===== src/nlc_pkg.sv =====
package nlc_pkg;

  // Input event codes
  localparam logic [2:0] OP_CMD    = 3'd0;
  localparam logic [2:0] OP_SEND   = 3'd1;
  localparam logic [2:0] OP_INIT   = 3'd2;
  localparam logic [2:0] OP_SAMPLE = 3'd3;
  localparam logic [2:0] OP_POLL   = 3'd4;

  // Command codes
  localparam logic [7:0] CODE_SET_RATE    = 8'd1;
  localparam logic [7:0] CODE_GO_STREAM   = 8'd2;
  localparam logic [7:0] CODE_HALT_STREAM = 8'd3;
  localparam logic [7:0] CODE_RECALIBRATE = 8'd4;
  localparam logic [7:0] CODE_TIME_SYNC   = 8'd5;
  localparam logic [7:0] CODE_LINK_UP     = 8'd6;
  localparam logic [7:0] CODE_LINK_DOWN   = 8'd7;

  // Result kinds
  localparam logic [2:0] KIND_STATUS = 3'd0;
  localparam logic [2:0] KIND_RECORD = 3'd1;
  localparam logic [2:0] KIND_BEACON = 3'd2;
  localparam logic [2:0] KIND_RATE   = 3'd3;
  localparam logic [2:0] KIND_INIT   = 3'd4;

  // Node modes
  localparam logic [1:0] MODE_IDLE      = 2'd0;
  localparam logic [1:0] MODE_CONNECTED = 2'd1;
  localparam logic [1:0] MODE_STREAMING = 2'd2;

  // Configuration register indexes
  localparam logic [2:0] REG_NODE_NUMBER   = 3'd0;
  localparam logic [2:0] REG_IDLE_PERIOD   = 3'd1;
  localparam logic [2:0] REG_STREAM_PERIOD = 3'd2;
  localparam logic [2:0] REG_FAIL_LIMIT    = 3'd3;
  localparam logic [2:0] REG_RATE_FLOOR    = 3'd4;
  localparam logic [2:0] REG_RATE_CEILING  = 3'd5;

  // Reset values
  localparam logic [31:0] IDLE_PERIOD_RST   = 32'd1000000;
  localparam logic [31:0] STREAM_PERIOD_RST = 32'd5000000;
  localparam logic [7:0]  FAIL_LIMIT_RST    = 8'd20;
  localparam logic [7:0]  RATE_FLOOR_RST    = 8'd10;
  localparam logic [7:0]  RATE_CEILING_RST  = 8'd200;
  localparam logic [7:0]  FAIL_COUNT_MAX    = 8'd255;
  localparam logic [2:0]  REPORT_NEEDED     = 3'b111;
  localparam logic signed [15:0] Q_ONE      = 16'sd16384;
  localparam int          Q_SHIFT           = 14;

  // Depth of the job queue between front and back
  localparam int QUEUE_DEPTH = 4;

  typedef logic signed [15:0] q14_t;

  typedef struct packed {
    q14_t i;
    q14_t j;
    q14_t k;
    q14_t r;
  } quat_t;

  typedef struct packed {
    logic [2:0]  op;
    logic [7:0]  cmd_code;
    logic [7:0]  cmd_param;
    logic [31:0] cmd_arg;
    logic [31:0] local_time;
    logic        ok_flag;
    q14_t        sample_i;
    q14_t        sample_j;
    q14_t        sample_k;
    q14_t        sample_r;
    logic [7:0]  report_mask;
  } in_item_t;

  typedef struct packed {
    logic [2:0]  kind;
    logic [1:0]  node_state;
    logic [7:0]  node_tag;
    logic [7:0]  rate_hz;
    logic [31:0] stamp;
    q14_t        out_i;
    q14_t        out_j;
    q14_t        out_k;
    q14_t        out_r;
    logic [7:0]  calib_mask;
    logic        last;
  } out_item_t;

  // One classified event: first result, optional trailing beacon
  typedef struct packed {
    logic [2:0]  kind;
    logic        beacon_after;
    logic [1:0]  node_state;
    logic [7:0]  node_tag;
    logic [7:0]  rate_hz;
    logic [31:0] stamp;
    quat_t       sample;
    quat_t       refq;
    logic        tare_on;
    logic [7:0]  calib_mask;
  } job_t;

endpackage


===== src/nlc_queue.sv =====
module nlc_queue #(
  parameter int Depth = nlc_pkg::QUEUE_DEPTH
) (
  input  logic          clk,
  input  logic          rst,
  input  logic          push,
  input  nlc_pkg::job_t push_job,
  output logic          full,
  output logic          pop_valid,
  input  logic          pop,
  output nlc_pkg::job_t pop_job
);
  import nlc_pkg::*;

  localparam int PtrW = (Depth > 1) ? $clog2(Depth) : 1;
  localparam int CntW = $clog2(Depth + 1);

  job_t            slots [Depth];
  logic [PtrW-1:0] wr_ptr;
  logic [PtrW-1:0] rd_ptr;
  logic [CntW-1:0] count;

  assign full      = (count == CntW'(Depth));
  assign pop_valid = (count != '0);
  assign pop_job   = slots[rd_ptr];

  // Store incoming jobs
  always_ff @(posedge clk) begin
    if (push) slots[wr_ptr] <= push_job;
  end

  // Advance pointers and fill count
  always_ff @(posedge clk) begin
    if (rst) begin
      wr_ptr <= '0;
      rd_ptr <= '0;
      count  <= '0;
    end else begin
      if (push) wr_ptr <= (wr_ptr == PtrW'(Depth - 1)) ? '0 : wr_ptr + 1'b1;
      if (pop)  rd_ptr <= (rd_ptr == PtrW'(Depth - 1)) ? '0 : rd_ptr + 1'b1;
      case ({push, pop})
        2'b10:   count <= count + 1'b1;
        2'b01:   count <= count - 1'b1;
        default: count <= count;
      endcase
    end
  end

endmodule


===== config.mk =====
export PLATFORM = sky130hd
export DESIGN_NAME = nlc_queue
export DESIGN_NICKNAME = d
export VERILOG_FILES = /design/src/nlc_pkg.sv /design/src/nlc_queue.sv
export SDC_FILE = /design/constraint.sdc
export NUM_CORES = 1
export LEC_CHECK = 0
export BUFFER_PORTS_ARGS = -buffer_cell sky130_fd_sc_hd__clkbuf_2
export CAP_MARGIN = 10
export CORE_ASPECT_RATIO = 1.1
export CORE_MARGIN = 4
export CORE_UTILIZATION = 25
export CTS_CLUSTER_SIZE = 24
export DETAILED_ROUTE_END_ITERATION = 16
export HOLD_SLACK_MARGIN = 0.02
export SYNTH_ARGS = -nofsm -noshare
export SYNTH_HDL_FRONTEND = slang
export SYNTH_SLANG_ARGS = --single-unit

===== constraint.sdc =====
create_clock -name clk -period 7.95 [get_ports clk]
set_clock_uncertainty 0.1 [all_clocks]
set_input_delay 1.59 -clock clk [delete_from_list [all_inputs] [get_ports clk]]
set_output_delay 1.59 -clock clk [all_outputs]
set_load 0.01 [all_outputs]

; ---- After elaboration in Yosys (flattened, before gate mapping)
; Memory sizes are Yosys's and may differ from the RTL's. A register that Yosys moved wholly into a read port is not among the register bits.
; Index checks and enable logic that the tools add are counted.
[word_totals]
elab_cells = 22
register_bits = 7
ram_bits = 764
output_inout_bits = 193
mem_count = 1
[mem_list]
columns = name, depth, word_bits, read_ports, rd_ports_with_merged_regs, write_ports, line_no
row1 = slots, 4, 191, 1, 1, 1, nlc_queue.sv:18  ; job_t slots [Depth];
[op_classes]
eq_ne = 5
addsub = 4
mux = 7
n_reduce_logical = 2
[ops]
columns = op, n
row1 = $mux W2, 4
row2 = $eq A2 B2 Y1 const B, 3
row3 = $pmux W3 S2, 1
row4 = $add A2 B1 Y2 const B, 2
row5 = $add A3 B1 Y3 const B, 1
row6 = $eq A3 B3 Y1 const B, 1
row7 = $reduce_bool A3 Y1, 1
row8 = $sub A3 B1 Y3 const B, 1
row9 = $eq A2 B1 Y1 const B, 1
row10 = $mux W1, 2
row11 = $reduce_bool A2 Y1, 1

; ---- Longest topological paths before layout
; Gate-level depths: netlist of run 1.
[depth]
word_depth = 4
mapped_depth = 7
depth_no_buf = 7

; ---- Least setup slack after synthesis of run 1
; Ideal clock, no wire load.
[synth_timing]
path_type = input to register
start = in push
end = mem slots[0][0] (netlist bit), enable pin
t_arrival_ns = 5.927
setup_ns = 0.574
path_slack_ns = 1.349
stages = 1
required_ns = 7.276
path_buffers = 0
path_cell_list = and2_1
[synth_between]
elab_chain_len = 2
[synth_rtl]
columns = element, line_no
row1 = start: declaration, nlc_queue.sv:6  ; input logic push,
row2 = $mux W1, nlc_queue.sv:29  ; if (push) slots[wr_ptr] <= push_job;
row3 = $mux W1 (implied by the code), nlc_queue.sv:29
row4 = end: declaration, nlc_queue.sv:18
; Every way passes these cells.

==> run metrics, run 1 <==
status completed; max cap viols 0; Residual DRC 0; clk sinks 773; Initial DRC Count approximately 680; Synthesis Warnings 0; CP endpoint kind primary output; Layout Nets between 1500 and 2000; Mapped Cells 1045; pwr dens approximately 260 mW/mm^2; site row count 128; WL/cell 19.56 um; global-route wire length before repair 88420 um; Vias/cell 4.100; cts bufs inserted 81; router iterations before antenna repair 6; Main synth FF type edfxtp_1; CP required between 6 and 7 ns; synthesized flop and latch total about 770; crit path launch type register; FILL cells 10610; Hold Path Stages 2; vias in the first global route approximately 14000; Post-CTS Setup Inserts 0; reg2reg start wr_ptr[0]$_SDFFE_PP0P_; setup TNS 0 ns; crit share post-route about three fifths; slew margin rel. between 10% and 20%; critical path fanouts, max 83; hold endpoint count[2]$_SDFFE_PP0P_; gpl congestion 0.7061; Max H-tree Level 3; Post-synth ARST share 0%; global route total overflow 0; Pleak 11.19 nW; Fin. Hold Viols 0; die area 0.1176 mm^2; Starting Density about 25%; grt met2 use 16.67%; R2R Setup Slk approximately 5.5 ns; Core ar. ~0.11 mm^2; crit path time final 4.756 ns; Die H about 360 um; Final Instance Area around 0.034 mm^2; ratio of cells with drive above 1 in the final layout 45.77%; synthesized cell area ~0.028 mm^2; Via Count 12480; CP Class register to primary output; gr usage total 10.05%; Skew-Pair Late Insertion Delay 0.67 ns; Placed Area 0.03170 mm^2; arrival time worst endpoint a little over 3 ns; Peak Freq 210.3 MHz; CTS tree yes; maximum clock path buffer count 3; Hold WC Path Type register to register; worst r2r path cells 3; Die Wd 327.3 um; hold path start count[2]$_SDFFE_PP0P_; max-slew violation count 0; EDFF count, synth 764; num ports 388; post-cts sizing count 0; largest net degree at the start of global routing roughly 120; remaining antenna violation count 0; HPWL after DPL 35870 um; total wire length 59550 um; initial antenna violation count 6; IO buf count between 300 and 400; reg-to-reg endpoint slots[3][38]$_DFFE_PP_; routing usage on met3 ~4.0%; Avg Inst Size Synth 26.83 um^2; unrepaired setup endpoints after global routing false; clock-pin transition on the worst setup and hold timing paths 0.06 ns; synth-to-layout area growth 22.06%; Post-CTS Hold Fix Bufs 0; Unique masters post-synth 19; Setup violations, final 0; register area share after synthesis 82.48%; Mapped Nets approximately 1200; worst slew pin tran 1.219 ns; root buffer cell clkbuf_16; Worst IR Drop VDD 0.0001940 V; GR Layer Usage met1 11.73%; Most Crowded Layer GR met2
final cells by class:
class | count | area (um^2) | share of cell area, %
antenna | 2 | 5.005 | 0.01463
tap | 1495 | 1871 | 5.467
multi-input combinational | 223 | 4554 | 13.31
inverter | 7 | 26.28 | 0.07679
clock inverter | 49 | 391.6 | 1.145
timing repair buffer | 399 | 2115 | 6.180
clock buffer | 96 | 2126 | 6.213
sequential | 773 | 23130 | 67.60
synth_stat cells (all sizes together) (2+ instances only):
cell type,count,share of area (%)
clkbuf,3,0.040
nor3b,2,0.054
buf,39,1.2
ha,6,0.27
xor2,2,0.062
nor2,7,0.094
mux2i,2,0.071
dfxtp,9,0.64
or3,2,0.045
and2,4,0.089
mux4,191,15
edfxtp,764,82
a21oi,4,0.071
inv,7,0.094
how the worst max path moves through the flow:
stage,start,endpoint,cells past startpoint
5_1_grt,register,pop_job[62],3
3_3_place_gp,register,pop_job[62],3
6_report,register,pop_job[62],3
4_1_cts,register,pop_job[107],3
3_5_place_dp,register,pop_job[62],3
2_1_floorplan,push,slots[0][0]$_DFFE_PP_,1
kinds of logic after synthesis:
family | Yosys count | synth area share, %
DFF | 773 | 82.48
muxes | 193 | 15.42
buffers and inverters | 49 | 1.308
and+or+nand+nor | 16 | 0.3035
adders and majority gates | 7 | 0.3392
AOI/OAI and AO/OA | 5 | 0.08925
xor gates and xnor gates | 2 | 0.06250
sequential cells by signal, summed over array words and instances, names as in the netlist, named ones only:
signal  flops
slots     764
count       3
rd_ptr      2
wr_ptr      2
per-stage QoR:
| stage | power [mW] | util, % | hold slack (ns) | setup slack, ns | instances |
|---|---|---|---|---|---|
| 2_1_floorplan | 5.209 | - | 0.3559 | 1.349 | 1045 |
| 3_3_place_gp | 5.500 | 28.56 | 0.3761 | 3.803 | 2897 |
| 3_5_place_dp | 5.524 | 28.56 | 0.3899 | 3.804 | 2897 |
| 4_1_cts | 9.149 | 30.83 | 0.3992 | 3.026 | 3042 |
| 5_1_grt | 9.360 | 30.83 | 0.4133 | 2.876 | 3043 |
| 6_report | 8.969 | 30.83 | 0.4025 | 3.194 | 3044 |
routing by layer:
layer	wire length, um	vias to the layer above	part of all wire (%)
met5	24	-	0.040
met4	1509	4	2.5
met3	5099	92	8.6
met2	30190	366	51
met1	22720	6583	38
li1	-	5435	-
layout by cell type, fill, tap and decap left out, types with 5 or more instances in the layout:
cell type    n
buf_12       7
buf_4        5
clkbuf_1    13
clkbuf_16   83
clkbuf_2   387
clkinv_1    20
clkinv_2    13
dfxtp_1      7
edfxtp_1   764
ha_1         6
inv_1        7
inv_6        6
mux4_2     191
nor2_1       7
worst max-delay path: stages (launching register included):
cell and delay, ns:
dfxtp_4 0.84, buf_12 0.52, mux4_2 0.62, clkbuf_2 0.15
power breakdown:
part           internal (mW)  switching (mW)  total, mW
Sequential              4.66          0.0498       4.70
Clock                   2.00            1.56       3.56
Combinational          0.311           0.396      0.707
Total                   6.96            2.01       8.97
Note: power is estimated with default switching activity, not from simulation.
==> run 2, diff against run 1 <==
==> constraint.sdc (replaced) <==
create_clock -name clk -period 4 [get_ports clk]
set_clock_uncertainty 0.1 [all_clocks]
set_input_delay 0.8 -clock clk [delete_from_list [all_inputs] [get_ports clk]]
set_output_delay 0.8 -clock clk [all_outputs]
set_load 0.01 [all_outputs]
==> run 2 against run 1 <==
Net effect: non-clock buffer count rose by 32; routed wire length rose by 2.2%; flip-flop and latch count is the same.
==> run metrics, run 2 (same netlist as run 1, synthesis figures left out) <==
CP most frequent cell buf_12; hold_ws 0.2673 ns; Max H-tree Level 3; Fin. Hold Viols 0; reg2reg start wr_ptr[0]$_SDFFE_PP0P_; global-route wire length before repair approximately 91000 um; CP Class register to primary output; CP top delay family buffers and inverters; gpl congestion 0.7344; global route total overflow 0; pre-CTS WS 1.174 ns; crit path launch type register; IO buf count slightly below 400; largest net degree at the start of global routing approximately 110; Starting Density 25.26%; ratio of cells with drive above 1 in the final layout between 40% and 50%; hold path start push_job[83]; Largest register FFs 764; synth-to-layout area growth 23.33%; maximum clock path buffer count 3; slew margin rel. a little under a third; die area 0.1176 mm^2; R2R Setup Slk 1.87 ns; setup TNS 0 ns; status completed; Peak Freq 289.3 MHz; Pleak 11.40 nW; Die Wd 327.3 um; total wire length 60860 um; most common cell after layout, fill and taps aside edfxtp_1; arrival time worst endpoint 2.56 ns; Via Count ~13000; crit path time final 3.456 ns; biggest regs slots x764, count x3; clock-pin transition on the worst setup and hold timing paths 0.06 ns; pwr dens slightly above 500 mW/mm^2; Setup violations, final 0; worst slew pin tran 1.046 ns; site row count 128; Post-CTS Hold Fix Bufs 0; Layout Cells excl Fill about 3000; num ports 388; Layout Nets 1719; cts bufs inserted ~80; most frequent cells in the layout 764 x edfxtp_1, 387 x clkbuf_2, 191 x mux4_2; max cap viols 0; critical path fanouts, max 33; Skew-Pair Late Insertion Delay 0.64 ns; Worst IR Drop VDD 0.0003553 V; Reg with most FFs slots; HPWL after DPL 39260 um; Vias/cell ~4.1; Post-CTS Setup Inserts 0; CP max stage cell mux4_2; Residual DRC 0; Initial DRC Count ~700; WL/cell 19.78 um; CP required slightly above 3 ns; slowest stage delay, CP 0.56 ns; post-cts sizing count 0; clk sinks 773; root buffer cell clkbuf_16; Tot Pwr 17.93 mW; Hold WC Path Type primary input to register; CP endpoint kind primary output; final worst slack about 0.54 ns; router iterations before antenna repair 5; Core ar. ~0.11 mm^2; crit share post-route 86.40%; max-slew violation count 0; unrepaired setup endpoints after global routing false; remaining antenna violation count 0; CTS tree yes; Worst Path Buf+Inv 3; gr usage total approximately a tenth; vias in the first global route about 14000; Die H 359.2 um; initial antenna violation count 13; placed cell count 2929; CP Cell Sequence buf_12 -> buf_12 -> mux4_2 -> clkbuf_2
[run 2: metrics by stage]
stage / area, um^2 / util [%]
floorplan: 28040 / -
global placement: 32040 / 28.86
global route: 34550 / 31.13
CTS: 34550 / 31.13
finish: 34570 / 31.15
detailed placement: 32040 / 28.86
[run 2: worst reg2reg max path: stages, from the launching register on]
cell	delay, ns
dfxtp_1	0.35
inv_1	0.10
ha_1	0.14
and2_4	0.57
buf_12	0.42
[run 2: per-layer routing]
metal  share of wire (%)  wire length (um)  up-vias  track usage [%]
li1                    -                 -     5499                -
met3                 8.4              5135       95            4.147
met2                  51             31080      379            17.62
met1                  38             23260     6631            11.77
met4                 2.2              1338        6            3.102
met5               0.067                41        -                0
[run 2: worst paths after layout]
| path | endpoint | depth (start not counted) |
|---|---|---|
| max | pop_job[29] | 4 |
| min | slots[1][83]$_DFFE_PP_ | 1 |
| max reg2reg | slots[0][115]$_DFFE_PP_ | 4 |
| min reg2reg | register | 2 |
[run 2: area by class of cell]
class                   instances  area, um^2
well taps                    1495        1871
flip-flops and latches        773       23130
clock inverters                40       422.9
repair buffers                431        2455
clock buffers                  98        2091
multi-input cells             223        4554
inverters                       7       26.28
diodes                         10       25.02
fillers                     10620       76410
[run 2: where the power goes]
group	switching (mW)	total, mW	internal (mW)
Clock	3.04	7.12	4.08
Combinational	0.817	1.48	0.659
Sequential	0.0891	9.34	9.25
Total	3.94	17.9	14.0
==> run 3, diff against run 2 <==
==> constraint.sdc (replaced) <==
create_clock -name clk -period 4 [get_ports clk]
set_clock_uncertainty 0.1 [all_clocks]
set_input_delay 0 -clock clk [delete_from_list [all_inputs] [get_ports clk]]
set_output_delay 0 -clock clk [all_outputs]
set_load 0.01 [all_outputs]
==> run 3 against run 2 <==
Net effect: clock power increased by 7.2%; register-to-register slack got worse by 0.12 ns; fmax increased by 28%; first-iteration DRC count increased by 1.9%; final area increased by 11%; flip-flop and latch count unchanged; combinational power increased by 19%; setup slack improved by 0.75 ns.
==> run metrics, run 3 (same netlist as run 1, synthesis figures left out) <==
status completed; IO buf count 387; CTS tree yes; hold_ws 0.07151 ns; Via Count ~14000; most frequent cells in the layout 764 x edfxtp_1, 387 x clkbuf_2, 368 x dlygate4sd3_1; router iterations before antenna repair 5; final core occ between 30% and 40%; placed cell count 2909; ratio of cells with drive above 1 in the final layout 37.59%; Die H 359.2 um; global-route wire length before repair 97840 um; total wire length 64090 um; Vias/cell about 4.1; Worst IR Drop VDD 0.0003558 V; clock-pin transition on the worst setup and hold timing paths roughly 0.060 ns; Pleak roughly 13 nW; HPWL after DPL 38310 um; vias in the first global route 15760; CP endpoint kind primary output; max cap viols 0; Residual DRC 0; crit share post-route 67.73%; Starting Density 25.26%; hold path start push_job[169]; crit path launch type register; largest net degree at the start of global routing 109; Hold Path Stages 2; remaining antenna violation count 0; synth-to-layout area growth 36.68%; worst slew pin tran slightly below 0.8 ns; Hold WC Path Type primary input to register; Core ar. 0.1110 mm^2; CP required 3.90 ns; cts bufs inserted 84; die area 0.1176 mm^2; arrival time worst endpoint 2.61 ns; reg-to-reg endpoint count[2]$_SDFFE_PP0P_; hold endpoint slots[2][169]$_DFFE_PP_; global route total overflow 0; Post-CTS Hold Fix Bufs 368; critical path fanouts, max 32; Setup violations, final 0; post-cts sizing count 0; maximum clock path buffer count 3; Skew-Pair Late Insertion Delay 0.65 ns; Max H-tree Level 3; Layout Nets 2070; setup TNS 0 ns; Final Instance Area 0.03832 mm^2; reg2reg start count[1]$_SDFFE_PP0P_; root buffer cell clkbuf_16; Placed Area 0.03190 mm^2; pwr dens 488.9 mW/mm^2; most common cell after layout, fill and taps aside edfxtp_1; Layout Cells excl Fill 3431; gr usage total 10.85%; initial antenna violation count 14; R2R Setup Slk 1.75 ns; slew margin rel. 48.35%; gpl congestion 0.7201; WL/cell 18.68 um; crit path time final 2.709 ns; Post-CTS Setup Inserts 0; Fin. Hold Viols 0; max-slew violation count 0; site row count 128; biggest regs slots x764, count x3; worst r2r path cells 6; num ports 388; Die Wd 327.3 um; Initial DRC Count around 700; Largest register FFs 764; CP Class register to primary output; unrepaired setup endpoints after global routing false; clk sinks 773; Peak Freq 369.1 MHz; Reg with most FFs slots
run 3: worst max-delay path, stage by stage (launching register included):
cell and delay, ns:
dfxtp_4 0.81, buf_12 0.35, mux4_2 0.60, clkbuf_2 0.16
run 3: worst max-delay path by stage:
| stage | startpoint | endpoint | slack (ns) |
|---|---|---|---|
| floorplan | wr_ptr[0]$_SDFFE_PP0P_ | slots[3][0]$_DFFE_PP_ | 0.56 |
| global placement | wr_ptr[1]$_SDFFE_PP0P_ | slots[1][44]$_DFFE_PP_ | 1.77 |
| finish | register | pop_job[109] | 1.29 |
| detailed placement | wr_ptr[0]$_SDFFE_PP0P_ | slots[1][44]$_DFFE_PP_ | 1.77 |
| global route | register | pop_job[24] | 1.05 |
| CTS | register | pop_job[109] | 1.10 |
run 3: power by group:
| group | internal, mW | switching [mW] |
|---|---|---|
| logic | 0.879 | 0.885 |
| clock network | 4.48 | 3.15 |
| registers | 9.25 | 0.0933 |
run 3: final cells by class:
type	count	area [um^2]
fillers	10300	72670
flip-flops and latches	773	23130
repair buffers	779	6001
multi-input cells	223	4554
clock buffers	99	2158
well taps	1495	1871
clock inverters	45	551.8
inverters	7	26.28
diodes	10	25.02
run 3: stage by stage:
| step | power (mW) | worst slack (ns) |
|---|---|---|
| 4_1_cts | 19.03 | 1.103 |
| 6_report | 18.73 | 1.291 |
| 5_1_grt | 19.52 | 1.052 |
| 3_3_place_gp | 10.97 | 1.770 |
| 2_1_floorplan | 10.32 | 0.5636 |
| 3_5_place_dp | 11.02 | 1.772 |
run 3: per-layer routing:
| metal | global-route usage (%) | routed length, um |
|---|---|---|
| met1 | 12.62 | 25070 |
| met2 | 18.76 | 32380 |
| met3 | 3.402 | 4742 |
| met4 | 4.124 | 1864 |
| met5 | 0 | 27 |
