**config.mk**
```make
export PLATFORM = sky130hd
export DESIGN_NAME = nlc_front
export DESIGN_NICKNAME = d
export VERILOG_FILES = /design/src/nlc_pkg.sv /design/src/nlc_front.sv
export SDC_FILE = /design/constraint.sdc
export NUM_CORES = 1
export LEC_CHECK = 0
export BUFFER_PORTS_ARGS = -buffer_cell sky130_fd_sc_hd__clkbuf_2
export CAP_MARGIN = 20
export CELL_PAD_IN_SITES_DETAIL_PLACEMENT = 0
export CELL_PAD_IN_SITES_GLOBAL_PLACEMENT = 2
export CORE_MARGIN = 2
export CORE_UTILIZATION = 31
export CTS_CLUSTER_SIZE = 8
export DETAILED_ROUTE_END_ITERATION = 10
export GPL_TIMING_DRIVEN = 0
export HOLD_SLACK_MARGIN = 0.02
export MAX_ROUTING_LAYER = met4
export PLACE_DENSITY_LB_ADDON = 0.1
export SYNTH_ARGS = -nofsm -noshare
export SYNTH_HDL_FRONTEND = slang
export SYNTH_SLANG_ARGS = --single-unit
```
**constraint.sdc**
```tcl
create_clock -name clk -period 6.7 [get_ports clk]
set_input_delay 0.67 -clock clk [delete_from_list [all_inputs] [get_ports clk]]
set_output_delay 0.67 -clock clk [all_outputs]
set_load 0.1 [all_outputs]
```
**src/nlc_pkg.sv**
```systemverilog
package nlc_pkg;

  // Input event codes
  localparam logic [2:0] OP_CMD    = 3'd0;
  localparam logic [2:0] OP_SEND   = 3'd1;
  localparam logic [2:0] OP_INIT   = 3'd2;
  localparam logic [2:0] OP_SAMPLE = 3'd3;
  localparam logic [2:0] OP_POLL   = 3'd4;

  // Command codes
  localparam logic [7:0] CODE_SET_RATE    = 8'd1;
  localparam logic [7:0] CODE_GO_STREAM   = 8'd2;
  localparam logic [7:0] CODE_HALT_STREAM = 8'd3;
  localparam logic [7:0] CODE_RECALIBRATE = 8'd4;
  localparam logic [7:0] CODE_TIME_SYNC   = 8'd5;
  localparam logic [7:0] CODE_LINK_UP     = 8'd6;
  localparam logic [7:0] CODE_LINK_DOWN   = 8'd7;

  // Result kinds
  localparam logic [2:0] KIND_STATUS = 3'd0;
  localparam logic [2:0] KIND_RECORD = 3'd1;
  localparam logic [2:0] KIND_BEACON = 3'd2;
  localparam logic [2:0] KIND_RATE   = 3'd3;
  localparam logic [2:0] KIND_INIT   = 3'd4;

  // Node modes
  localparam logic [1:0] MODE_IDLE      = 2'd0;
  localparam logic [1:0] MODE_CONNECTED = 2'd1;
  localparam logic [1:0] MODE_STREAMING = 2'd2;

  // Configuration register indexes
  localparam logic [2:0] REG_NODE_NUMBER   = 3'd0;
  localparam logic [2:0] REG_IDLE_PERIOD   = 3'd1;
  localparam logic [2:0] REG_STREAM_PERIOD = 3'd2;
  localparam logic [2:0] REG_FAIL_LIMIT    = 3'd3;
  localparam logic [2:0] REG_RATE_FLOOR    = 3'd4;
  localparam logic [2:0] REG_RATE_CEILING  = 3'd5;

  // Reset values
  localparam logic [31:0] IDLE_PERIOD_RST   = 32'd1000000;
  localparam logic [31:0] STREAM_PERIOD_RST = 32'd5000000;
  localparam logic [7:0]  FAIL_LIMIT_RST    = 8'd20;
  localparam logic [7:0]  RATE_FLOOR_RST    = 8'd10;
  localparam logic [7:0]  RATE_CEILING_RST  = 8'd200;
  localparam logic [7:0]  FAIL_COUNT_MAX    = 8'd255;
  localparam logic [2:0]  REPORT_NEEDED     = 3'b111;
  localparam logic signed [15:0] Q_ONE      = 16'sd16384;
  localparam int          Q_SHIFT           = 14;

  // Depth of the job queue between front and back
  localparam int QUEUE_DEPTH = 4;

  typedef logic signed [15:0] q14_t;

  typedef struct packed {
    q14_t i;
    q14_t j;
    q14_t k;
    q14_t r;
  } quat_t;

  typedef struct packed {
    logic [2:0]  op;
    logic [7:0]  cmd_code;
    logic [7:0]  cmd_param;
    logic [31:0] cmd_arg;
    logic [31:0] local_time;
    logic        ok_flag;
    q14_t        sample_i;
    q14_t        sample_j;
    q14_t        sample_k;
    q14_t        sample_r;
    logic [7:0]  report_mask;
  } in_item_t;

  typedef struct packed {
    logic [2:0]  kind;
    logic [1:0]  node_state;
    logic [7:0]  node_tag;
    logic [7:0]  rate_hz;
    logic [31:0] stamp;
    q14_t        out_i;
    q14_t        out_j;
    q14_t        out_k;
    q14_t        out_r;
    logic [7:0]  calib_mask;
    logic        last;
  } out_item_t;

  // One classified event: first result, optional trailing beacon
  typedef struct packed {
    logic [2:0]  kind;
    logic        beacon_after;
    logic [1:0]  node_state;
    logic [7:0]  node_tag;
    logic [7:0]  rate_hz;
    logic [31:0] stamp;
    quat_t       sample;
    quat_t       refq;
    logic        tare_on;
    logic [7:0]  calib_mask;
  } job_t;

endpackage

```
**src/nlc_front.sv**
```systemverilog
module nlc_front (
  input  logic             clk,
  input  logic             rst,
  input  logic             cfg_write,
  input  logic [2:0]       cfg_index,
  input  logic [31:0]      cfg_data,
  input  logic             accept,
  input  nlc_pkg::in_item_t item,
  output nlc_pkg::job_t    job
);
  import nlc_pkg::*;

  logic [7:0]  node_number;
  logic [31:0] idle_period;
  logic [31:0] stream_period;
  logic [7:0]  fail_limit;
  logic [7:0]  rate_floor;
  logic [7:0]  rate_ceiling;

  logic [1:0]  mode, mode_next;
  logic [31:0] clock_offset, clock_offset_next;
  logic [7:0]  fail_count, fail_count_next;
  logic        tare_pending, tare_pending_next;
  logic        init_pending, init_pending_next;
  quat_t       refq, refq_next;
  logic        ref_valid, ref_valid_next;
  logic [31:0] last_beacon, last_beacon_next;

  logic [7:0]  fail_inc;
  logic [31:0] since_beacon;
  quat_t       sample;

  // Configuration registers
  always_ff @(posedge clk) begin
    if (rst) begin
      node_number   <= '0;
      idle_period   <= IDLE_PERIOD_RST;
      stream_period <= STREAM_PERIOD_RST;
      fail_limit    <= FAIL_LIMIT_RST;
      rate_floor    <= RATE_FLOOR_RST;
      rate_ceiling  <= RATE_CEILING_RST;
    end else if (cfg_write) begin
      case (cfg_index)
        REG_NODE_NUMBER:   node_number   <= cfg_data[7:0];
        REG_IDLE_PERIOD:   idle_period   <= cfg_data;
        REG_STREAM_PERIOD: stream_period <= cfg_data;
        REG_FAIL_LIMIT:    fail_limit    <= cfg_data[7:0];
        REG_RATE_FLOOR:    rate_floor    <= cfg_data[7:0];
        REG_RATE_CEILING:  rate_ceiling  <= cfg_data[7:0];
        default: ;
      endcase
    end
  end

  // Node state, advanced on each accepted transfer
  always_ff @(posedge clk) begin
    if (rst) begin
      mode         <= MODE_IDLE;
      clock_offset <= '0;
      fail_count   <= '0;
      tare_pending <= 1'b0;
      init_pending <= 1'b0;
      refq         <= '{i: '0, j: '0, k: '0, r: Q_ONE};
      ref_valid    <= 1'b0;
      last_beacon  <= '0;
    end else if (accept) begin
      mode         <= mode_next;
      clock_offset <= clock_offset_next;
      fail_count   <= fail_count_next;
      tare_pending <= tare_pending_next;
      init_pending <= init_pending_next;
      refq         <= refq_next;
      ref_valid    <= ref_valid_next;
      last_beacon  <= last_beacon_next;
    end
  end

  // Classify the event and work out the next state
  always_comb begin
    mode_next         = mode;
    clock_offset_next = clock_offset;
    fail_count_next   = fail_count;
    tare_pending_next = tare_pending;
    init_pending_next = init_pending;
    refq_next         = refq;
    ref_valid_next    = ref_valid;
    last_beacon_next  = last_beacon;
    fail_inc          = (fail_count < FAIL_COUNT_MAX) ? fail_count + 8'd1 : fail_count;
    since_beacon      = item.local_time - last_beacon;
    sample            = '{i: item.sample_i, j: item.sample_j,
                          k: item.sample_k, r: item.sample_r};

    job              = '0;
    job.kind         = KIND_STATUS;

    case (item.op)
      OP_CMD: begin
        if (item.ok_flag) begin
          case (item.cmd_code)
            CODE_SET_RATE: begin
              if (mode != MODE_IDLE && item.cmd_param >= rate_floor &&
                  item.cmd_param <= rate_ceiling) begin
                job.kind    = KIND_RATE;
                job.rate_hz = item.cmd_param;
              end
            end
            CODE_GO_STREAM: begin
              if (mode != MODE_IDLE) mode_next = MODE_STREAMING;
            end
            CODE_HALT_STREAM: begin
              if (mode == MODE_STREAMING) mode_next = MODE_CONNECTED;
            end
            CODE_RECALIBRATE: begin
              if (mode == MODE_CONNECTED || mode == MODE_STREAMING) begin
                tare_pending_next = 1'b1;
              end else begin
                init_pending_next = 1'b1;
                job.kind          = KIND_INIT;
              end
            end
            CODE_TIME_SYNC: begin
              clock_offset_next = item.cmd_arg - item.local_time;
            end
            CODE_LINK_UP: begin
              if (mode == MODE_IDLE) begin
                init_pending_next = 1'b1;
                job.kind          = KIND_INIT;
              end
            end
            CODE_LINK_DOWN: begin
              mode_next = MODE_IDLE;
            end
            default: ;
          endcase
        end
      end
      OP_SEND: begin
        if (item.ok_flag) begin
          fail_count_next = '0;
        end else begin
          fail_count_next = fail_inc;
          if (fail_inc >= fail_limit && mode != MODE_IDLE) begin
            mode_next       = MODE_IDLE;
            fail_count_next = '0;
          end
        end
      end
      OP_INIT: begin
        if (init_pending) begin
          init_pending_next = 1'b0;
          if (item.ok_flag) begin
            mode_next        = MODE_CONNECTED;
            last_beacon_next = item.local_time;
            job.kind         = KIND_BEACON;
          end
        end
      end
      OP_SAMPLE: begin
        if (mode == MODE_STREAMING && item.report_mask[2:0] == REPORT_NEEDED) begin
          if (tare_pending) begin
            tare_pending_next = 1'b0;
            refq_next         = sample;
            ref_valid_next    = 1'b1;
          end
          job.kind       = KIND_RECORD;
          job.sample     = sample;
          job.refq       = refq_next;
          job.tare_on    = ref_valid_next;
          job.calib_mask = item.report_mask;
          if (since_beacon >= stream_period) begin
            last_beacon_next = item.local_time;
            job.beacon_after = 1'b1;
          end
        end
      end
      OP_POLL: begin
        if (mode == MODE_IDLE && since_beacon >= idle_period) begin
          last_beacon_next = item.local_time;
          job.kind         = KIND_BEACON;
        end
      end
      default: ;
    endcase

    job.node_state = mode_next;
    job.node_tag   = node_number;
    job.stamp      = item.local_time + clock_offset_next;
  end

endmodule

```
# [After elaboration in Yosys (flattened, before gate mapping)]
# Index checks and enable logic that the tools add are counted.
# W data, S select, Z words.
[totals] register_bits=237 output_inout_bits=191 in_bits=195
[classes] eq_ne=30 reduce_logical=24 mux=51 add_sub_neg=4 n_lt_le_gt_ge=6
[ops] operator="$mux W137" n=2
[ops] operator="$mux W32" n=8
[ops] operator="$pmux W32 S3" n=1
[ops] operator="$ge A32 B32 Y1" n=2
[ops] operator="$mux W64" n=1
[ops] operator="$sub A32 B32 Y32" n=2
[ops] operator="$mux W8" n=7
[ops] operator="$add A32 B32 Y32" n=1
[ops] operator="$eq A8 B3 Y1 const B" n=4
[ops] operator="$mux W2" n=12
[ops] operator="$eq A8 B2 Y1 const B" n=2
[ops] operator="$ge A8 B8 Y1" n=2
[ops] operator="$ne A2 B2 Y1 const B" n=7
[ops] operator="$reduce_and A2 Y1" n=7
[ops] operator="$eq A3 B2 Y1 const B" n=4
[ops] operator="$eq A3 B3 Y1 const B" n=4
[ops] operator="$pmux W2 S3" n=2
[ops] operator="$pmux W3 S4" n=1
[ops] operator="$reduce_and A6 Y1" n=2
[ops] operator="$mux W1" n=10
[ops] operator="$mux W3" n=3
[ops] operator="$pmux W3 S3" n=1
[ops] operator="$add A8 B1 Y8 const B" n=1
[ops] operator="$eq A8 B1 Y1 const B" n=1
[ops] operator="other kinds (17)" n=28

# [Depth between registers and ports, before layout]
# Gate-level depths: netlist of run 1.
[depth] word_depth=7 mapped_depth=25 depth_no_buf=24

# [Worst setup path before layout of run 1]
# OpenSTA, ideal clock, no wires.
[synth_timing] path_type="input-to-output" startpoint="input item[105] in the netlist's numbering" endpoint="output job[168] in the netlist's numbering" arrival_ns=6.089 n_path_buf=0 t_required_ns=6.030 stages=24 path_slack_ns=-0.059 cell_sequence="inv_1 -> ha_1 -> inv_1 -> fa_1 -> a21o_1 -> a21oi_1 -> o21bai_1 -> a21oi_1 -> o31ai_1 -> or2_1 -> a21oi_1 -> xor2_1 -> o21ai_1 -> ha_1 -> a21o_1 -> a21oi_1 -> o21ai_0 -> a21o_1 -> o31a_1 -> nor2_1 -> o21ai_1 -> a21oi_1 -> o21ai_1 -> xnor2_1"
[synth_lines] element="start, declared" line_no="nlc_front.sv:8" rtl="input nlc_pkg::in_item_t item,"
[synth_lines] element="end, declared" line_no="nlc_front.sv:9" rtl="output nlc_pkg::job_t job"

==> flow_summary.ini, run 1 <==
[clocking]
clock_latency_ns = 0.56
cts_num_sinks = 237
clk_pin_slew_worst_paths_ns = 0.05
numCtsBuffers = 35
htreeDepth = 2
cts_root_buf = clkbuf_16
cts_buffer_depth = 3
cts_hold_buf = 0
cts_tree = done

[setup_path]
cp_data_arrival_time_ns = 5.70
cp_max_fo = 6
cp_data_required_time_ns = 6.03
crit_cells = 23
cp-start-kind = input port
cp_num_buf_inv = 3
critical-path-slowest-cell = fa_1
worstSetupEndpointType = output pin
cp-endpoint = job[166]
critical_path.top_delay_family = compound AO/OA/AOI/OAI gates
startpoint = item[74]
r2r_end = last_beacon[15]$_SDFFE_PP0P_
worstSetupPathType = input port to output pin
r2r_cells = 23
r2r_start = last_beacon[0]$_SDFFE_PP0P_
cpMostUsedCell = a21o_1
cp_cell_sequence = clkbuf_2 -> inv_1 -> fa_1 -> a21o_1 -> a21oi_2 -> o21bai_1 -> a21oi_2 -> o21bai_1 -> a21o_1 -> a21oi_1 -> xor2_1 -> o21ai_1 -> ha_1 -> a21o_1 -> a31oi_1 -> o21ai_0 -> a21o_1 -> o31a_1 -> nor2_2 -> o21ai_4 -> a311oi_2 -> xnor2_1 -> clkbuf_8
rrSetupSlack_ns = 0.61
max_stage_delay_ns = 0.48

[synthesis]
synth_cell_types = 74
synth_edf_count = 0
ys_seq_elements = 237
synth_top_area_frac = 0.2716
synth_commonest_cells = 463 x nand2_1, 250 x a21oi_1, 237 x dfxtp_1
syn_area_sq_um = 17470
yosysWarnings = 0
syn_inst = 2346
yosys.area.top_type = dfxtp_1
post-synth-top-count-cell = nand2_1
ys_top_cells_by_area = dfxtp_1 27%, ha_1 13%, nand2_1 9.9%
yosysSeqAreaShare = 0.2716
syn_avg_cell_area_sq_um = 7.447
ys.flop_type = dfxtp_1
synthArstFlopShare = 0
synth_nets = 2729

[finish]
seqCellArea_sq_um = 4745
area_growth_pct = 23.22
finalInstanceArea_sq_um = 21530
final_nets = 3152
drive_above_1_share = 0.1735
multi_input_area_sq_um = 11790
nFillCells = 6040

[placed_design]
gp_congestion = 0.8545
place_area_sq_um = 20340
port_buffers = 380
place.detailed.hpwl_microns = 54060

[pwr]
internal-power_w = 0.002704
leakagePower_nw = 9.613
power_frac_seq = 0.361
power.density_nw_per_um2 = 186.0
sw_frac_of_total = 0.3247
clock_power_share = 0.407
pwr-share-comb = 0.232
p_sw_w = 0.001301
vdd_ir_drop_max_v = 0.0001517

[outcome]
status = completed

[floorplanning]
die_y_microns = 241.4
io_pins = 386
dieArea_sq_um = 58280
start_util = 0.3117
die_x_microns = 241.4
core_region_area_sq_um = 56060
placement_rows = 87

[routing]
wl_microns = 66720
drt_drc_violations_left = 0
ant_nets = 0
first_pass_iters = 5
wl_per_cell_microns = 18.89
route.vias.total = 17652
viasPerCell = 4.998
drtIter0Drc = 795

[grt]
grt_max_degree = 11
grtUsageMet1 = 0.2927
grt_use_met2 = 0.3888
grt_pass1_wl_microns = 100100
gr-total-overflow = 0
grtUsageMet3 = 0.04273
antenna_found_initial = 3
grt.total_usage = 0.2313
grt_pass1_vias = 16966
gr-max-usage-layer = met2

[sta]
skew_ns = 0.02680
clock.fmax_mhz = 156.9
rsz0062_at_grt = false
post-route-min-period_ns = 6.372
finalHoldViolations = 0
fin_crit_sh = 0.9510
setup_violations = 0
max_slew.worst_pin.slew_ns = 1.154
slew_violations = 0
whs_ns = 0.3560
max_slew_margin = 0.2281

[flow_run]
drv_cap = 0

[worst_hold_path]
hold_path_class = input port to flop
## how the worst min path moves through the flow
stage	start	to	slack, ns	depth (start not counted)
final	cfg_data[28]	stream_period[28]$_SDFFE_PP0P_	0.36	3
after global routing	item[34]	refq[26]$_SDFFE_PP0P_	0.33	3
after CTS	item[34]	refq[26]$_SDFFE_PP0P_	0.33	3
after detailed placement	clock_offset[29]$_SDFFE_PP0P_	clock_offset[29]$_SDFFE_PP0P_	0.45	2
after global placement	refq[46]$_SDFFE_PP0P_	refq[46]$_SDFFE_PP0P_	0.44	2
after floorplan	clock_offset[29]$_SDFFE_PP0P_	clock_offset[29]$_SDFFE_PP0P_	0.43	2
## repair_timing
item	CTS	global route
buffers inserted	0	2
setup endpoints to repair	13	33
gates resized for setup	20	32
pin swaps	0	5
## registers in the layout, indices dropped and copies added, names as in the netlist, 2 cells and up
signal,flops
clock_offset,32
node_number,8
refq,64
rate_floor,8
last_beacon,32
fail_count,8
fail_limit,8
mode,2
stream_period,32
rate_ceiling,8
idle_period,32
## layout make-up
type	count	area share
Inverter	174	0.03034
Timing Repair Buffer	386	0.09200
Multi-Input combinational cell	1822	0.5474
Clock buffer	37	0.04149
Buffer	113	0.02144
Clock inverter	3	0.002557
Antenna cell	4	0.0004649
Sequential cell	237	0.2204
Tap cell	756	0.04394
## power groups by stage
stage	clock, W	sequential [W]	combinational (W)
CTS	0.00169	0.00145	0.000928
floorplan	0	0.00148	0.000613
finish	0.00163	0.00145	0.000929
global placement	0	0.00147	0.000906
detailed placement	0	0.00148	0.000918
global route	0.00174	0.00145	0.00103
## kinds of logic after synthesis
group,synth area share
mux,0.06144
xor+xnor,0.04454
fa+ha+maj,0.1359
simple gates,0.2170
flops,0.2716
buf+inv,0.06359
compound gates,0.2060
## worst register-to-register path, delay by kind of cell (launching register included)
kind / cells / cell delay [ns]
DFF: 1 / 0.34
and+or+nand+nor: 4 / 0.52
adders and majority gates: 3 / 0.88
xor gates and xnor gates: 1 / 0.22
buffers and inverters: 3 / 0.89
AOI/OAI and AO/OA: 11 / 2.90
muxes: 1 / 0.27
## per-stage QoR
stage | TNS (ns) | std cells | utilization | power, W | worst slack [ns]
5_1_grt | 0 | 3531 | 0.3840 | 0.004219 | 0.01626
2_1_floorplan | 0 | 2346 | - | 0.002091 | 0.01428
3_3_place_gp | -24.66 | 3482 | 0.3626 | 0.002381 | -0.7369
3_5_place_dp | -16.99 | 3483 | 0.3628 | 0.002393 | -0.7348
6_report | 0 | 3532 | 0.3840 | 0.004005 | 0.3280
4_1_cts | 0 | 3523 | 0.3811 | 0.004059 | 0.002172
## metal layers
metal / part of all wire / up-vias
met4: 0.013 / 0
met5: 0 / -
met1: 0.46 / 8324
met3: 0.047 / 50
met2: 0.48 / 356
li1: - / 8922
## cell usage in the layout (no fill, tap or decap), drive strengths merged, types with 4 or more instances in the layout
cell | synthesis | routed
nand3 | 30 | 30
and4 | 4 | 4
a21o | 87 | 87
and3 | 86 | 86
o31a | 4 | 4
nor3 | 21 | 21
xor2 | 30 | 30
ha | 185 | 185
nor2 | 161 | 161
nand4 | 20 | 20
o211ai | 22 | 22
clkbuf | 103 | 518
a21oi | 251 | 251
o21bai | 15 | 15
inv | 174 | 175
a211oi | 12 | 12
o21a | 24 | 24
a31oi | 11 | 11
buf | 10 | 18
xnor2 | 58 | 58
nand2b | 20 | 20
mux2i | 105 | 105
a311oi | 8 | 8
o31ai | 7 | 7
nor2b | 17 | 17
a41oi | 8 | 8
dfxtp | 237 | 237
a2111oi | 5 | 5
or3 | 4 | 4
or2 | 8 | 8
and2 | 22 | 22
a22o | 6 | 6
nand2 | 463 | 463
o21ai | 81 | 81
diode | 0 | 4
Note: power is estimated with default switching activity, not from simulation.
==> run 2: changes to the inputs <==
==> constraint.sdc (replaced) <==
create_clock -name clk -period 6.7 [get_ports clk]
set_input_delay 0.335 -clock clk [delete_from_list [all_inputs] [get_ports clk]]
set_output_delay 0.335 -clock clk [all_outputs]
set_load 0.1 [all_outputs]
==> run 2 against run 1 <==
Against the previous run:
- sequential cell count unchanged
- sequential power about the same
- maximum frequency increased by 2.1%
- first-iteration DRC count increased by 9.1%
- cell area about the same
- global-route usage increased by 0.12 points
- critical path depth unchanged
- non-clock buffer count increased by 13
- final cell count increased by 0.40%
- routed wire length about the same
- register-to-register slack improved by 0.11 ns
- setup slack improved by 0.13 ns
==> flow_summary.ini, run 2 (synthesis gave the netlist of run 1 again) <==
[sta]
fin_crit_sh = 0.9313
finalHoldViolations = 0
rsz0062_at_grt = true
max_slew_margin = 0.3207
post-route-min-period_ns = 6.239
clock.fmax_mhz = 160.3
slew_violations = 0
setup_violations = 0
max_slew.worst_pin.slew_ns = 1.019
skew_ns = 0.008398
setup_tns_ns = 0

[setup_path]
cp_data_arrival_time_ns = 5.90
cp_cell_sequence = clkbuf_2 -> inv_1 -> fa_1 -> a21o_1 -> a21oi_1 -> o21bai_1 -> a21oi_1 -> o21bai_1 -> a21o_1 -> a21oi_1 -> xor2_1 -> o21ai_0 -> ha_1 -> a21o_1 -> a31oi_1 -> o21ai_0 -> a21o_1 -> o31a_1 -> nor2_1 -> o21ai_1 -> a311oi_1 -> xnor2_1 -> clkbuf_2
critical_path.top_delay_family = compound AO/OA/AOI/OAI gates
startpoint = item[74]
cp-start-kind = input port
cp_num_buf_inv = 3
cp_data_required_time_ns = 6.36
worstSetupEndpointType = output pin
worstSetupPathType = input port to output pin
rrSetupSlack_ns = 0.72
cp-endpoint = job[166]
crit_cells = 23
r2r_cells = 22
cpMostUsedCell = a21o_1
cp_max_fo = 6
r2r_end = last_beacon[4]$_SDFFE_PP0P_
max_stage_delay_ns = 0.47
critical-path-slowest-cell = fa_1
r2r_start = last_beacon[0]$_SDFFE_PP0P_

[pwr]
pwr-share-comb = 0.232
clock_power_share = 0.406
p_sw_w = 0.001281
leakagePower_nw = 9.625
vdd_ir_drop_max_v = 0.0001334
power.density_nw_per_um2 = 185.6
internal-power_w = 0.002713
power_frac_seq = 0.362
total_power_w = 0.003993
sw_frac_of_total = 0.3207

[placed_design]
port_buffers = 380
place.detailed.hpwl_microns = 54120
gp_congestion = 0.8482
placed_cells = 3483

[finish]
top_register = refq
final_cells = 3546
final_nets = 3165
final_common_cell = nand2_1
largest_reg_flops = 64
seqCellArea_sq_um = 4745
drive_above_1_share = 0.1655
multi_input_area_sq_um = 11660
area_growth_pct = 23.12
layout_common_cells = 463 x nand2_1, 379 x clkbuf_2, 250 x a21oi_1, 237 x dfxtp_1, 185 x ha_1
nFillCells = 5995

[clocking]
numCtsBuffers = 35
cts_buffer_depth = 3
cts_num_sinks = 237
htreeDepth = 2
cts_root_buf = clkbuf_16
clock_latency_ns = 0.54
clk_pin_slew_worst_paths_ns = 0.05
cts_tree = done

[grt]
grt_pass1_wl_microns = 100300
grt.total_usage = 0.2325
gr-total-overflow = 0
grt_max_degree = 11
antenna_found_initial = 3
grt_pass1_vias = 17094

[routing]
wl_per_cell_microns = 18.81
met2WireLength_microns = 31860
dr.max_layer_used = met4
wl_met3_microns = 3210
viasPerCell = 4.983
wl_microns = 66710
first_pass_iters = 5
drtIter0Drc = 867
route.vias.total = 17670
wl_met1_microns = 30500
drt_drc_violations_left = 0
ant_nets = 0

[floorplanning]
die_x_microns = 241.4
dieArea_sq_um = 58280
start_util = 0.3117
core_region_area_sq_um = 56060
die_y_microns = 241.4
io_pins = 386
placement_rows = 87

[worst_hold_path]
hold_path_class = input port to flop

[outcome]
status = completed

[flow_run]
drv_cap = 0
[run 2: changes by cell type in the layout (fill, tap and decap cells not counted), sizes merged]
cell,before,now
dlygate4sd3,0,15
clkinv,2,1
dlymetal6s2s,0,1
clkbuf,518,523
buf,18,12
[run 2: worst min-delay path by stage]
| stage | end | cells past startpoint | slack, ns | startpoint |
|---|---|---|---|---|
| after global routing | refq[23]$_SDFFE_PP0P_ | 3 | 0.02 | item[31] |
| after global placement | refq[48]$_SDFFE_PP0P_ | 2 | 0.44 | refq[48]$_SDFFE_PP0P_ |
| final | refq[43]$_SDFFE_PP0P_ | 3 | 0.05 | item[51] |
| after floorplan | clock_offset[29]$_SDFFE_PP0P_ | 2 | 0.43 | clock_offset[29]$_SDFFE_PP0P_ |
| after CTS | refq[29]$_SDFFE_PP0P_ | 3 | 0.02 | item[37] |
| after detailed placement | refq[23]$_SDFFE_PP0P_ | 2 | 0.45 | refq[23]$_SDFFE_PP0P_ |
[run 2: layout make-up]
| cell class | instances | share of cell area |
|---|---|---|
| multi-input combinational | 1822 | 0.5423 |
| sequential | 237 | 0.2206 |
| inverter | 174 | 0.03036 |
| clock inverter | 2 | 0.001163 |
| buffer | 113 | 0.02146 |
| timing repair buffer | 399 | 0.09737 |
| tap | 756 | 0.04397 |
| antenna | 4 | 0.0004653 |
| clock buffer | 39 | 0.04240 |
[run 2: metal layers]
layer / global-route usage / vias up
met4: 0.04676 / 0
met2: 0.3905 / 392
li1: - / 8943
met1: 0.2917 / 8274
met3: 0.04239 / 61
met5: - / -
[run 2: repair_timing]
action	in CTS	in global routing
setup endpoints to repair	1	40
hold buffers	15	0
setup buffers	0	0
resized for setup	1	22
hold endpoints to repair	24	0
[run 2: worst min-delay path: stages]
cell,delay [ns]
clkbuf_2,0.10
nand2_1,0.06
a21oi_1,0.05
[run 2: stage by stage]
stage / area, sq um / setup WS (ns) / util / hold WS (ns)
CTS: 21420 / 0.03186 / 0.3821 / 0.02005
global placement: 20320 / -0.3429 / 0.3625 / 0.4414
finish: 21510 / 0.4606 / 0.3837 / 0.05064
detailed placement: 20330 / -0.07280 / 0.3627 / 0.4463
floorplan: 17470 / 0.6111 / - / 0.4322
global route: 21510 / -0.02340 / 0.3837 / 0.02345
[run 2: power groups by stage]
| stage | sequential [W] | combinational [W] | clock, W |
|---|---|---|---|
| global placement | 0.00147 | 0.000907 | 0 |
| floorplan | 0.00148 | 0.000612 | 0 |
| detailed placement | 0.00148 | 0.000915 | 0 |
| finish | 0.00145 | 0.000926 | 0.00162 |
| global route | 0.00145 | 0.00103 | 0.00173 |
| CTS | 0.00145 | 0.000929 | 0.00167 |
